File: config.mk
export PLATFORM = sky130hd
export DESIGN_NAME = motor_speed_mode_controller
export DESIGN_NICKNAME = d
export VERILOG_FILES = /design/src/hw/rtl/msmc_pkg.sv /design/src/hw/rtl/msmc_pot_scale.sv /design/src/hw/rtl/motor_speed_mode_controller.sv
export SDC_FILE = /design/constraint.sdc
export NUM_CORES = 1
export LEC_CHECK = 0
export BUFFER_PORTS_ARGS = -buffer_cell sky130_fd_sc_hd__buf_2
export CAP_MARGIN = 30
export CORE_MARGIN = 2
export CORE_UTILIZATION = 55
export DETAILED_ROUTE_END_ITERATION = 10
export HOLD_SLACK_MARGIN = 0.06
export PLACE_DENSITY = 0.8
export SETUP_SLACK_MARGIN = 0.3
export SYNTH_ARGS = -nofsm -noshare
export SYNTH_HDL_FRONTEND = slang
export SYNTH_SLANG_ARGS = --single-unit
File: constraint.sdc
create_clock -name clk -period 12.7 [get_ports clk]
set_input_delay 1.905 -clock clk [delete_from_list [all_inputs] [get_ports clk]]
set_output_delay 1.905 -clock clk [all_outputs]
set_load 0.05 [all_outputs]
File: src/hw/rtl/msmc_pkg.sv
`timescale 1ns / 1ps

package msmc_pkg;

    // Field widths
    localparam int unsigned KEY_W   = 8;
    localparam int unsigned POT_W   = 12;
    localparam int unsigned SPD_W   = 7;
    localparam int unsigned DRIVE_W = 8;
    localparam int unsigned DIR_W   = 2;

    // Potentiometer full-scale reading
    localparam int unsigned POT_FULL_SCALE_DEFAULT = 4095;

    // Top speed in percent
    localparam logic [SPD_W-1:0] SPEED_MAX = 7'd100;

    // Mapped keypad characters
    localparam logic [KEY_W-1:0] KEY_NONE = 8'h00;
    localparam logic [KEY_W-1:0] KEY_STAR = 8'h2A;
    localparam logic [KEY_W-1:0] KEY_HASH = 8'h23;
    localparam logic [KEY_W-1:0] KEY_0    = 8'h30;
    localparam logic [KEY_W-1:0] KEY_1    = 8'h31;
    localparam logic [KEY_W-1:0] KEY_2    = 8'h32;
    localparam logic [KEY_W-1:0] KEY_6    = 8'h36;

    // Direction codes
    localparam logic signed [DIR_W-1:0] DIR_CW    = 2'sd1;
    localparam logic signed [DIR_W-1:0] DIR_CCW   = -2'sd1;
    localparam logic signed [DIR_W-1:0] DIR_UNSET = 2'sd0;

    // Operating modes
    typedef enum logic [2:0] {
        MODE_STOP    = 3'd0,
        MODE_KEY_DIR = 3'd1,
        MODE_KEY_SPD = 3'd2,
        MODE_POT_DIR = 3'd3,
        MODE_POT_SPD = 3'd4
    } mode_t;

endpackage

File: src/hw/rtl/msmc_pot_scale.sv
`timescale 1ns / 1ps

// Converts a pot reading to percent: floor(100 * pot / full scale), capped at 100.
// The constant divide is a multiply by a rounded-up reciprocal, exact for
// every numerator the pot can produce.
module msmc_pot_scale #(
    parameter int unsigned POT_FULL_SCALE = msmc_pkg::POT_FULL_SCALE_DEFAULT
) (
    input  logic [msmc_pkg::POT_W-1:0] pot,
    output logic [msmc_pkg::SPD_W-1:0] speed
);

    // Largest numerator 100 * pot
    localparam longint unsigned NUM_MAX = 100 * ((64'd1 << msmc_pkg::POT_W) - 64'd1);
    localparam int unsigned NUM_W = $clog2(NUM_MAX + 1);
    localparam int unsigned L     = $clog2(POT_FULL_SCALE);
    localparam int unsigned SH    = NUM_W + L;
    localparam longint unsigned RECIP =
        ((64'd1 << SH) + 64'(POT_FULL_SCALE) - 64'd1) / 64'(POT_FULL_SCALE);
    // Fold the factor 100 into the constant
    localparam longint unsigned COEF = 100 * RECIP;
    localparam int unsigned COEF_W = $clog2(COEF + 1);
    localparam int unsigned PROD_W = msmc_pkg::POT_W + COEF_W;
    localparam int unsigned QW     = 16;

    logic [PROD_W-1:0] prod;
    logic [QW-1:0]     quot;

    // Scale and cap
    always_comb
    begin
        prod = PROD_W'(pot) * PROD_W'(COEF);
        quot = QW'(prod >> SH);
        if (quot > QW'(msmc_pkg::SPEED_MAX))
        begin
            speed = msmc_pkg::SPEED_MAX;
        end
        else
        begin
            speed = quot[msmc_pkg::SPD_W-1:0];
        end
    end

endmodule

File: src/hw/rtl/motor_speed_mode_controller.sv
`timescale 1ns / 1ps

// Motor speed and mode controller. Each request is one poll (key, back button,
// pot sample) and yields exactly one result showing mode, speed, direction and
// the signed drive command with its update flag. A request is registered in the
// input stage at accept and its result in the state and result registers; a new
// request is taken every cycle unless an untaken result stalls the stage, and
// the mode update feeds back into the next poll. The pot percent is a
// constant-reciprocal multiply set by POT_FULL_SCALE.
module motor_speed_mode_controller #(
    parameter int unsigned POT_FULL_SCALE = msmc_pkg::POT_FULL_SCALE_DEFAULT
) (
    input  logic                                  clk,
    input  logic                                  rst_n,
    input  logic                                  in_valid,
    output logic                                  in_ready,
    input  logic [msmc_pkg::KEY_W-1:0]            key_code,
    input  logic                                  back_pressed,
    input  logic [msmc_pkg::POT_W-1:0]            pot_sample,
    output logic                                  out_valid,
    input  logic                                  out_ready,
    output logic signed [msmc_pkg::DRIVE_W-1:0]   motor_drive,
    output logic                                  drive_update,
    output logic [2:0]                            mode,
    output logic [msmc_pkg::SPD_W-1:0]            speed_percent,
    output logic signed [msmc_pkg::DIR_W-1:0]     direction
);

    // Input stage
    logic                          s1_valid_reg;
    logic [msmc_pkg::KEY_W-1:0]    s1_key_reg;
    logic                          s1_back_reg;
    logic [msmc_pkg::POT_W-1:0]    s1_pot_reg;

    // Controller state, also the result payload
    msmc_pkg::mode_t                        mode_reg, mode_next;
    logic [msmc_pkg::SPD_W-1:0]             speed_reg, speed_next;
    logic signed [msmc_pkg::DIR_W-1:0]      direction_reg, direction_next;
    logic signed [msmc_pkg::DRIVE_W-1:0]    drive_reg, drive_next;
    logic                                   update_reg, update_next;
    logic                                   out_valid_reg;

    logic                          advance;
    logic                          is_dir_key;
    logic signed [msmc_pkg::DIR_W-1:0] key_dir;
    logic [msmc_pkg::SPD_W-1:0]    pot_speed;

    // Signed drive from direction and speed
    function automatic logic signed [msmc_pkg::DRIVE_W-1:0] drive_of(
        input logic signed [msmc_pkg::DIR_W-1:0] dir,
        input logic [msmc_pkg::SPD_W-1:0]        spd
    );
        logic signed [msmc_pkg::DRIVE_W-1:0] mag;
        mag = signed'(msmc_pkg::DRIVE_W'(spd));
        case (dir)
            msmc_pkg::DIR_CW:  drive_of = mag;
            msmc_pkg::DIR_CCW: drive_of = -mag;
            default:           drive_of = '0;
        endcase
    endfunction

    msmc_pot_scale #(
        .POT_FULL_SCALE(POT_FULL_SCALE)
    ) u_pot_scale (
        .pot   (s1_pot_reg),
        .speed (pot_speed)
    );

    // Handshake: the stage moves when the result slot is free or being taken
    assign advance  = !out_valid_reg || out_ready;
    assign in_ready = !s1_valid_reg || advance;

    always_ff @(posedge clk or negedge rst_n)
    begin
        if (!rst_n)
        begin
            s1_valid_reg <= 1'b0;
        end
        else if (in_ready)
        begin
            s1_valid_reg <= in_valid;
        end
    end

    always_ff @(posedge clk)
    begin
        if (in_valid && in_ready)
        begin
            s1_key_reg  <= key_code;
            s1_back_reg <= back_pressed;
            s1_pot_reg  <= pot_sample;
        end
    end

    // Mode update for one poll
    assign is_dir_key = (s1_key_reg == msmc_pkg::KEY_STAR) ||
                        (s1_key_reg == msmc_pkg::KEY_HASH);
    assign key_dir    = (s1_key_reg == msmc_pkg::KEY_STAR) ? msmc_pkg::DIR_CW
                                                           : msmc_pkg::DIR_CCW;

    always_comb
    begin
        mode_next      = mode_reg;
        speed_next     = speed_reg;
        direction_next = direction_reg;
        drive_next     = drive_reg;
        update_next    = 1'b0;

        unique case (mode_reg) inside
            msmc_pkg::MODE_KEY_DIR, msmc_pkg::MODE_POT_DIR:
            begin
                // direction key wins over back
                if (is_dir_key)
                begin
                    direction_next = key_dir;
                    mode_next = (mode_reg == msmc_pkg::MODE_KEY_DIR) ?
                                msmc_pkg::MODE_KEY_SPD : msmc_pkg::MODE_POT_SPD;
                end
                else if (s1_back_reg)
                begin
                    mode_next      = msmc_pkg::MODE_STOP;
                    speed_next     = '0;
                    direction_next = msmc_pkg::DIR_UNSET;
                    drive_next     = '0;
                    update_next    = 1'b1;
                end
            end
            msmc_pkg::MODE_KEY_SPD:
            begin
                if (s1_key_reg != msmc_pkg::KEY_NONE)
                begin
                    if (is_dir_key)
                    begin
                        direction_next = key_dir;
                    end
                    else if (s1_key_reg == msmc_pkg::KEY_0)
                    begin
                        speed_next = '0;
                    end
                    else if ((s1_key_reg >= msmc_pkg::KEY_1) &&
                             (s1_key_reg <= msmc_pkg::KEY_6))
                    begin
                        // '1'..'6' -> 50..100 in steps of 10
                        speed_next = msmc_pkg::SPD_W'(7'd40 + 7'd10 * s1_key_reg[2:0]);
                    end
                    drive_next  = drive_of(direction_next, speed_next);
                    update_next = 1'b1;
                end
                if (s1_back_reg)
                begin
                    mode_next      = msmc_pkg::MODE_STOP;
                    speed_next     = '0;
                    direction_next = msmc_pkg::DIR_UNSET;
                    drive_next     = '0;
                    update_next    = 1'b1;
                end
            end
            msmc_pkg::MODE_POT_SPD:
            begin
                if (is_dir_key)
                begin
                    direction_next = key_dir;
                end
                // issue a command only on a speed change
                if (pot_speed != speed_reg)
                begin
                    speed_next  = pot_speed;
                    drive_next  = drive_of(direction_next, pot_speed);
                    update_next = 1'b1;
                end
                if (s1_back_reg)
                begin
                    mode_next      = msmc_pkg::MODE_STOP;
                    speed_next     = '0;
                    direction_next = msmc_pkg::DIR_UNSET;
                    drive_next     = '0;
                    update_next    = 1'b1;
                end
            end
            default:
            begin
                // stopped, and any unused code
                if (s1_key_reg == msmc_pkg::KEY_1)
                begin
                    mode_next = msmc_pkg::MODE_KEY_DIR;
                end
                else if (s1_key_reg == msmc_pkg::KEY_2)
                begin
                    mode_next = msmc_pkg::MODE_POT_DIR;
                end
                else
                begin
                    mode_next = msmc_pkg::MODE_STOP;
                end
            end
        endcase
    end

    // State and result registers
    always_ff @(posedge clk or negedge rst_n)
    begin
        if (!rst_n)
        begin
            mode_reg      <= msmc_pkg::MODE_STOP;
            speed_reg     <= '0;
            direction_reg <= msmc_pkg::DIR_UNSET;
            drive_reg     <= '0;
            update_reg    <= 1'b0;
            out_valid_reg <= 1'b0;
        end
        else if (advance)
        begin
            out_valid_reg <= s1_valid_reg;
            if (s1_valid_reg)
            begin
                mode_reg      <= mode_next;
                speed_reg     <= speed_next;
                direction_reg <= direction_next;
                drive_reg     <= drive_next;
                update_reg    <= update_next;
            end
        end
    end

    assign out_valid     = out_valid_reg;
    assign motor_drive   = drive_reg;
    assign drive_update  = update_reg;
    assign mode          = mode_reg;
    assign speed_percent = speed_reg;
    assign direction     = direction_reg;

endmodule
# Word-level counts from Yosys, hierarchy flattened
# Cells that the tools add are included.
# op_classes
addsub	3
mul	2
magnitude_cmp	3
eq_ne	19
mux	46
n_reduce_logical	14
# op_table
cell	count
$mux 7	12
$mux 8	6
$eq 8x6->1 const B	5
$mul 12x24->36 const B	1
$pmux 8 s2	2
$mux 2	12
$pmux 8 s3	1
$pmux 7 s3	1
$neg 7->8	2
$mux 3	3
$ge 8x6->1 const B	1
$le 8x6->1 const B	1
$reduce_bool 8->1	1
$add 6x7->7 const A	1
$gt 7x7->1 const B	1
$ne 7x7->1	1
$reduce_and 7->1	1
$eq 3x2->1 const B	2
$mul 3x3->6 const A	1
$mux 1	6
$ne 3x2->1 const B	2
$pmux 2 s3	1
$pmux 3 s2	1
$reduce_and 5->1	1
other kinds (13)	21
# word_totals
register_bits	44
input_bits	25
out_inout_bits	23
elab_cells	97

# Depth between registers and ports, before layout
# logic_depth
ltp_word	12
depth_mapped	27

# By module
# From an unflattened synthesis, not the netlist that was laid out.
# unflattened
hier_cells	655
area_unflattened_um2	5920.7
# by_module_without_submodules
module	instances	cells_each	area_per_inst_um2
msmc_pot_scale	1	390	3285.7
motor_speed_mode_controller	1	265	2635.0

# Worst setup path before layout
# OpenSTA, ideal clock, no wires.
# synth_timing
path_kind	register to register
from	register s1_pot_reg[7] (netlist name)
to	register speed_reg (netlist bit speed_percent[2])
t_arrival_ps	5957
required_ps	12572
setup_slack_ps	6615
path_stages_with_launch	22
n_path_buf	2
period_less_slack_ps	6085
path_cell_list	edfxtp_1 > ha_1 > ha_1 > fa_1 > inv_1 > fa_1 > fa_1 > inv_1 > ha_1 > nand3_1 > o221ai_1 > a21oi_1 > o211ai_2 > and3_1 > or4_1 > buf_2 > a311o_1 > mux2i_1 > nor3_1 > o41ai_4 > buf_6 > mux2_1
# synth_via
elab_chain_len	6
# synth_rtl
element	line_no	source
start: declaration	motor_speed_mode_controller.sv:33	logic [msmc_pkg::POT_W-1:0] s1_pot_reg;
start signal: assignment	motor_speed_mode_controller.sv:91	s1_pot_reg <= pot_sample;
$mul 12x24->36 (*)	msmc_pot_scale.sv:32	prod = PROD_W'(pot) * PROD_W'(COEF);
$gt 7x7->1	msmc_pot_scale.sv:34	if (quot > QW'(msmc_pkg::SPEED_MAX))
$mux 7 (*)	msmc_pot_scale.sv:34	
$ne 7x7->1 or $mux 7 (tied branches)	motor_speed_mode_controller.sv:165	if (pot_speed != speed_reg)
$ne 3x2->1 (no line) or $mux 7 (tied branches)	-	
$reduce_and 7->1 (no line) or $pmux 7 s3 (tied branches)	-	
end signal: assignment	motor_speed_mode_controller.sv:217	speed_reg <= speed_next;
end: declaration	motor_speed_mode_controller.sv:37	logic [msmc_pkg::SPD_W-1:0] speed_reg, speed_next;
# Every way passes the cells marked *; elsewhere a longest branch is shown, timed or not. The select of a mux whose other input is x is not followed.
# A chain may end at the register's enable or synchronous reset.

# Final worst setup path
# layout_timing
from	register s1_pot_reg[7] (netlist name)
to	register drive_reg (netlist bit motor_drive[4])
# layout_via
elab_chain_len	8
# layout_rtl
element	line_no	source
$mul 12x24->36 (*)	msmc_pot_scale.sv:32	
$gt 7x7->1	msmc_pot_scale.sv:34	
$mux 7 (*)	msmc_pot_scale.sv:34	
$neg 7->8	motor_speed_mode_controller.sv:57	msmc_pkg::DIR_CCW: drive_of = -mag;
$pmux 8 s2	motor_speed_mode_controller.sv:55	case (dir)
$mux 8	motor_speed_mode_controller.sv:165	
$mux 8	motor_speed_mode_controller.sv:171	if (s1_back_reg)
$pmux 8 s3	motor_speed_mode_controller.sv:109	unique case (mode_reg) inside
end signal: assignment	motor_speed_mode_controller.sv:219	drive_reg <= drive_next;
end: declaration	motor_speed_mode_controller.sv:39	logic signed [msmc_pkg::DRIVE_W-1:0] drive_reg, drive_next;
# Marked as above.

==> metrics.md <==
| Metric | Value |
|---|---|
| Part of the power in combinational logic | `72.7%` |
| Status | `complete, no violations` |
| Fin crit period | `6733 ps` |
| Largest stage delay on the critical path | `600 ps` |
| Post-CTS sizing | `0` |
| Average size of a mapped cell | `9.307 sq um` |
| Starting density of the core | `57.27%` |
| Clk pwr share | `8.9%` |
| Area Growth Syn to Fin | `8.062%` |
| First-pass GRT wire length | `23800 um` |
| Post-route ant nets | `0` |
| GRT Resource Usage Total | `27.27%` |
| Most numerous cell in the Yosys netlist | `ha_1` |
| Drt via density | `5.950` |
| CTS clk-pin slew, worst paths | `80 ps` |
| Core footprint | `9864 sq um` |
| Die ar. | `11100 sq um` |
| Mapped Area | `5649 sq um` |
| Top cell type's share of synthesized area | `22.37%` |
| Final hold vios | `0` |
| H-tree Lvls | `2` |
| Main area contributors after synthesis | `ha_1 (22%), fa_1 (13%), edfxtp_1 (11%)` |
| Utilization after layout | `61.88%` |
| Crit-path slowest cell | `o21ai_1` |
| VDD IR-drop max | `113.1 uV` |
| Sequential fraction of the synthesis area | `21.35%` |
| I/O pin count | `48` |
| Top_reg_cell synth | `dfrtp_1` |
| Count of antenna diodes in the layout | `0` |
| Share of layout cells above drive strength 1 | `11.01%` |
| Register share of total power | `18.4%` |
| Residual DRC | `0` |
| Die Ht | `105.3 um` |
| Post-route clock skew | `7.866 ps` |
| Initial DRC count | `303` |
| Vias | `4683` |
| Pre-antenna DRT Iters | `7` |
| Routed len/inst | `18.17 um` |
| Async SR Flop Fraction | `52.27%` |
| Setup_tns | `0 ps` |
| Delay-heaviest family, CP | `adder cells` |
| Site Rows | `36` |
| Headroom to the max-slew limit | `42.43%` |
| Post-route setup slack | `5967 ps` |
| Yosys warns | `0` |
| Pin count of the biggest net entering global routing | `24` |
| TritonCTS Buffers | `5` |
| Switching share of power | `52.33%` |
| CP cell instances | `ha_1 > ha_1 > ha_1 > inv_1 > fa_1 > inv_1 > ha_1 > ha_1 > nand4_1 > nor4_1 > o311ai_0 > a41oi_1 > nor3_1 > o21ai_1 > a311o_1 > nand2_1 > ha_1 > a31oi_1 > nor2_1 > a221o_1 > o31ai_1 > mux2_1` |
| Setup bufs post-CTS | `0` |
| DP Worst Slack | `5808 ps` |
| # setup viols final | `0` |
| Fin nets | `816` |
| P_sw | `0.4953 mW` |
| Total grt overflow | `0` |
| Mapped Nets | `770` |
| CP endpoint kind | `flip-flop` |
| Most frequent cell on the critical path | `ha_1` |
| Final Max Slew Viols | `0` |
| Synth area leader | `ha_1` |
| FF+latch count, synth | `44` |
| Power Density | `155.0 nW/um^2` |
| Pint | `0.4512 mW` |
| Post-Route WL | `14300 um` |
| Max-cap violations | `0` |
| CTS tree | `built` |
| Vias in the first global route | `4731` |
| Worst EP required | `12940 ps` |
| Antenna violations before repair | `0` |
| CP startpoint kind | `flip-flop` |
| Clk_lat worst skew | `300 ps` |
| Syn Inst Count | `607` |
| Pleak | `3.068 nW` |
| Top cells by count, synth | `ha_1 (101), inv_1 (99), nand2_1 (39)` |
| Unique masters post-synth | `61` |
| Worst path bufs/invs | `2` |
| Critical path peak fanout | `8` |
| Final worst path period share | `53.01%` |
| Tightest Pin Transition | `863.5 ps` |
| RSZ-0062 raised after global routing | `false` |
| Post-synth EDFFs | `21` |
| Crit path kind | `flip-flop to flip-flop` |
| Largest register FFs | `12` |
| Placer Congestion | `1.013` |
| Crit path DAT | `6970 ps` |
| Sink Count | `44` |
| Root Driver | `clkbuf_8` |
| HPWL Detailed | `12100 um` |
| Clock Tree Buf Depth | `2` |
| Die width | `105.3 um` |
| Hold buffer count at CTS | `0` |
| Max Clk Rate | `148.5 MHz` |
| Worst hold path class | `flip-flop to flip-flop` |
| I/O Buffers | `47` |
## area by class of cell
class,instances,area [sq um]
multi-input cells,454,4025
fillers,844,3760
flip-flops and latches,44,1206
inverters,99,371.6
repair buffers,49,254.0
well taps,133,166.4
clock buffers,7,76.32
clock inverters,1,5.005
## worst register-to-register path, stage by stage, from the launching register on
cell	delay (ps)
edfxtp_1	490
ha_1	330
ha_1	330
ha_1	290
inv_1	80
fa_1	560
inv_1	50
ha_1	320
ha_1	430
nand4_1	220
nor4_1	400
o311ai_0	200
a41oi_1	430
nor3_1	140
o21ai_1	600
a311o_1	340
nand2_1	150
ha_1	300
a31oi_1	200
nor2_1	70
a221o_1	290
o31ai_1	250
mux2_1	190
## per-layer routing
metal | global-route usage, % | wire length, um | vias to the layer above
li1 | - | - | 2248
met1 | 38.51 | 6400 | 2247
met2 | 43.09 | 6574 | 165
met3 | 5.504 | 1062 | 23
met4 | 6.571 | 265 | 0
met5 | 0 | 0 | -
## power by group through the flow
stage | clock [mW] | combinational [mW] | sequential [mW]
2_1_floorplan | 0 | 0.484 | 0.191
3_3_place_gp | 0 | 0.654 | 0.177
3_5_place_dp | 0 | 0.668 | 0.177
4_1_cts | 0.0872 | 0.675 | 0.174
5_1_grt | 0.0940 | 0.771 | 0.176
6_report | 0.0842 | 0.688 | 0.174
## cell usage in the layout (no fill, tap or decap), types with 4 or more instances in the layout
cell,n
nor4_1,8
mux2_2,7
mux2i_1,6
a21o_1,7
a21oi_1,26
clkbuf_8,5
nand3_1,14
xnor2_1,17
nand2b_1,9
and2_1,5
or2_2,4
o21ai_0,18
or3_1,4
fa_1,37
o211ai_1,6
nand4_1,9
buf_2,47
mux2_1,7
and3_1,5
nand2_1,39
dfrtp_1,23
o22ai_1,5
inv_1,99
a31oi_1,11
xor2_1,5
edfxtp_1,21
nor2_1,32
ha_1,101
a211oi_1,8
nor3_1,13
## worst paths after layout
check | slack [ps] | to | start | depth (start not counted)
setup / recovery | 5970 | motor_drive[4] | s1_pot_reg[7] | 22
hold / removal | 490 | drive_update | drive_update | 2
setup reg to reg | 5970 | motor_drive[4] | s1_pot_reg[7] | 22
hold reg to reg | 490 | drive_update | drive_update | 2
max in group asynchronous | 10790 | out_valid | rst_n | 1
min in group asynchronous | 1560 | speed_percent[4] | rst_n | 1
## kinds of logic (layout without fill, tap and decap cells)
logic type               after synthesis  count (layout)  share of synthesized area (%)
AND/OR/NAND/NOR                      156             156                          14.24
adder cells (fa/ha/maj)              138             138                          35.48
AO/OA/AOI/OAI                        118             118                          14.26
buffers and inverters                109             156                          7.398
flip-flops                            44              44                          21.35
XOR/XNOR                              22              22                          3.411
multiplexers                          20              20                          3.854
## metrics by stage
step                hold WS [ps]  cells  total power, mW  instance area [sq um]
CTS                        493.5    786           0.9358                   6093
global route               523.5    787            1.040                   6105
global placement           473.3    778           0.8306                   6012
floorplan                  456.9    607           0.6753                   5649
detailed placement         470.5    778           0.8442                   6012
finish                     487.1    787           0.9465                   6105
Note: power is estimated with default switching activity, not from simulation.
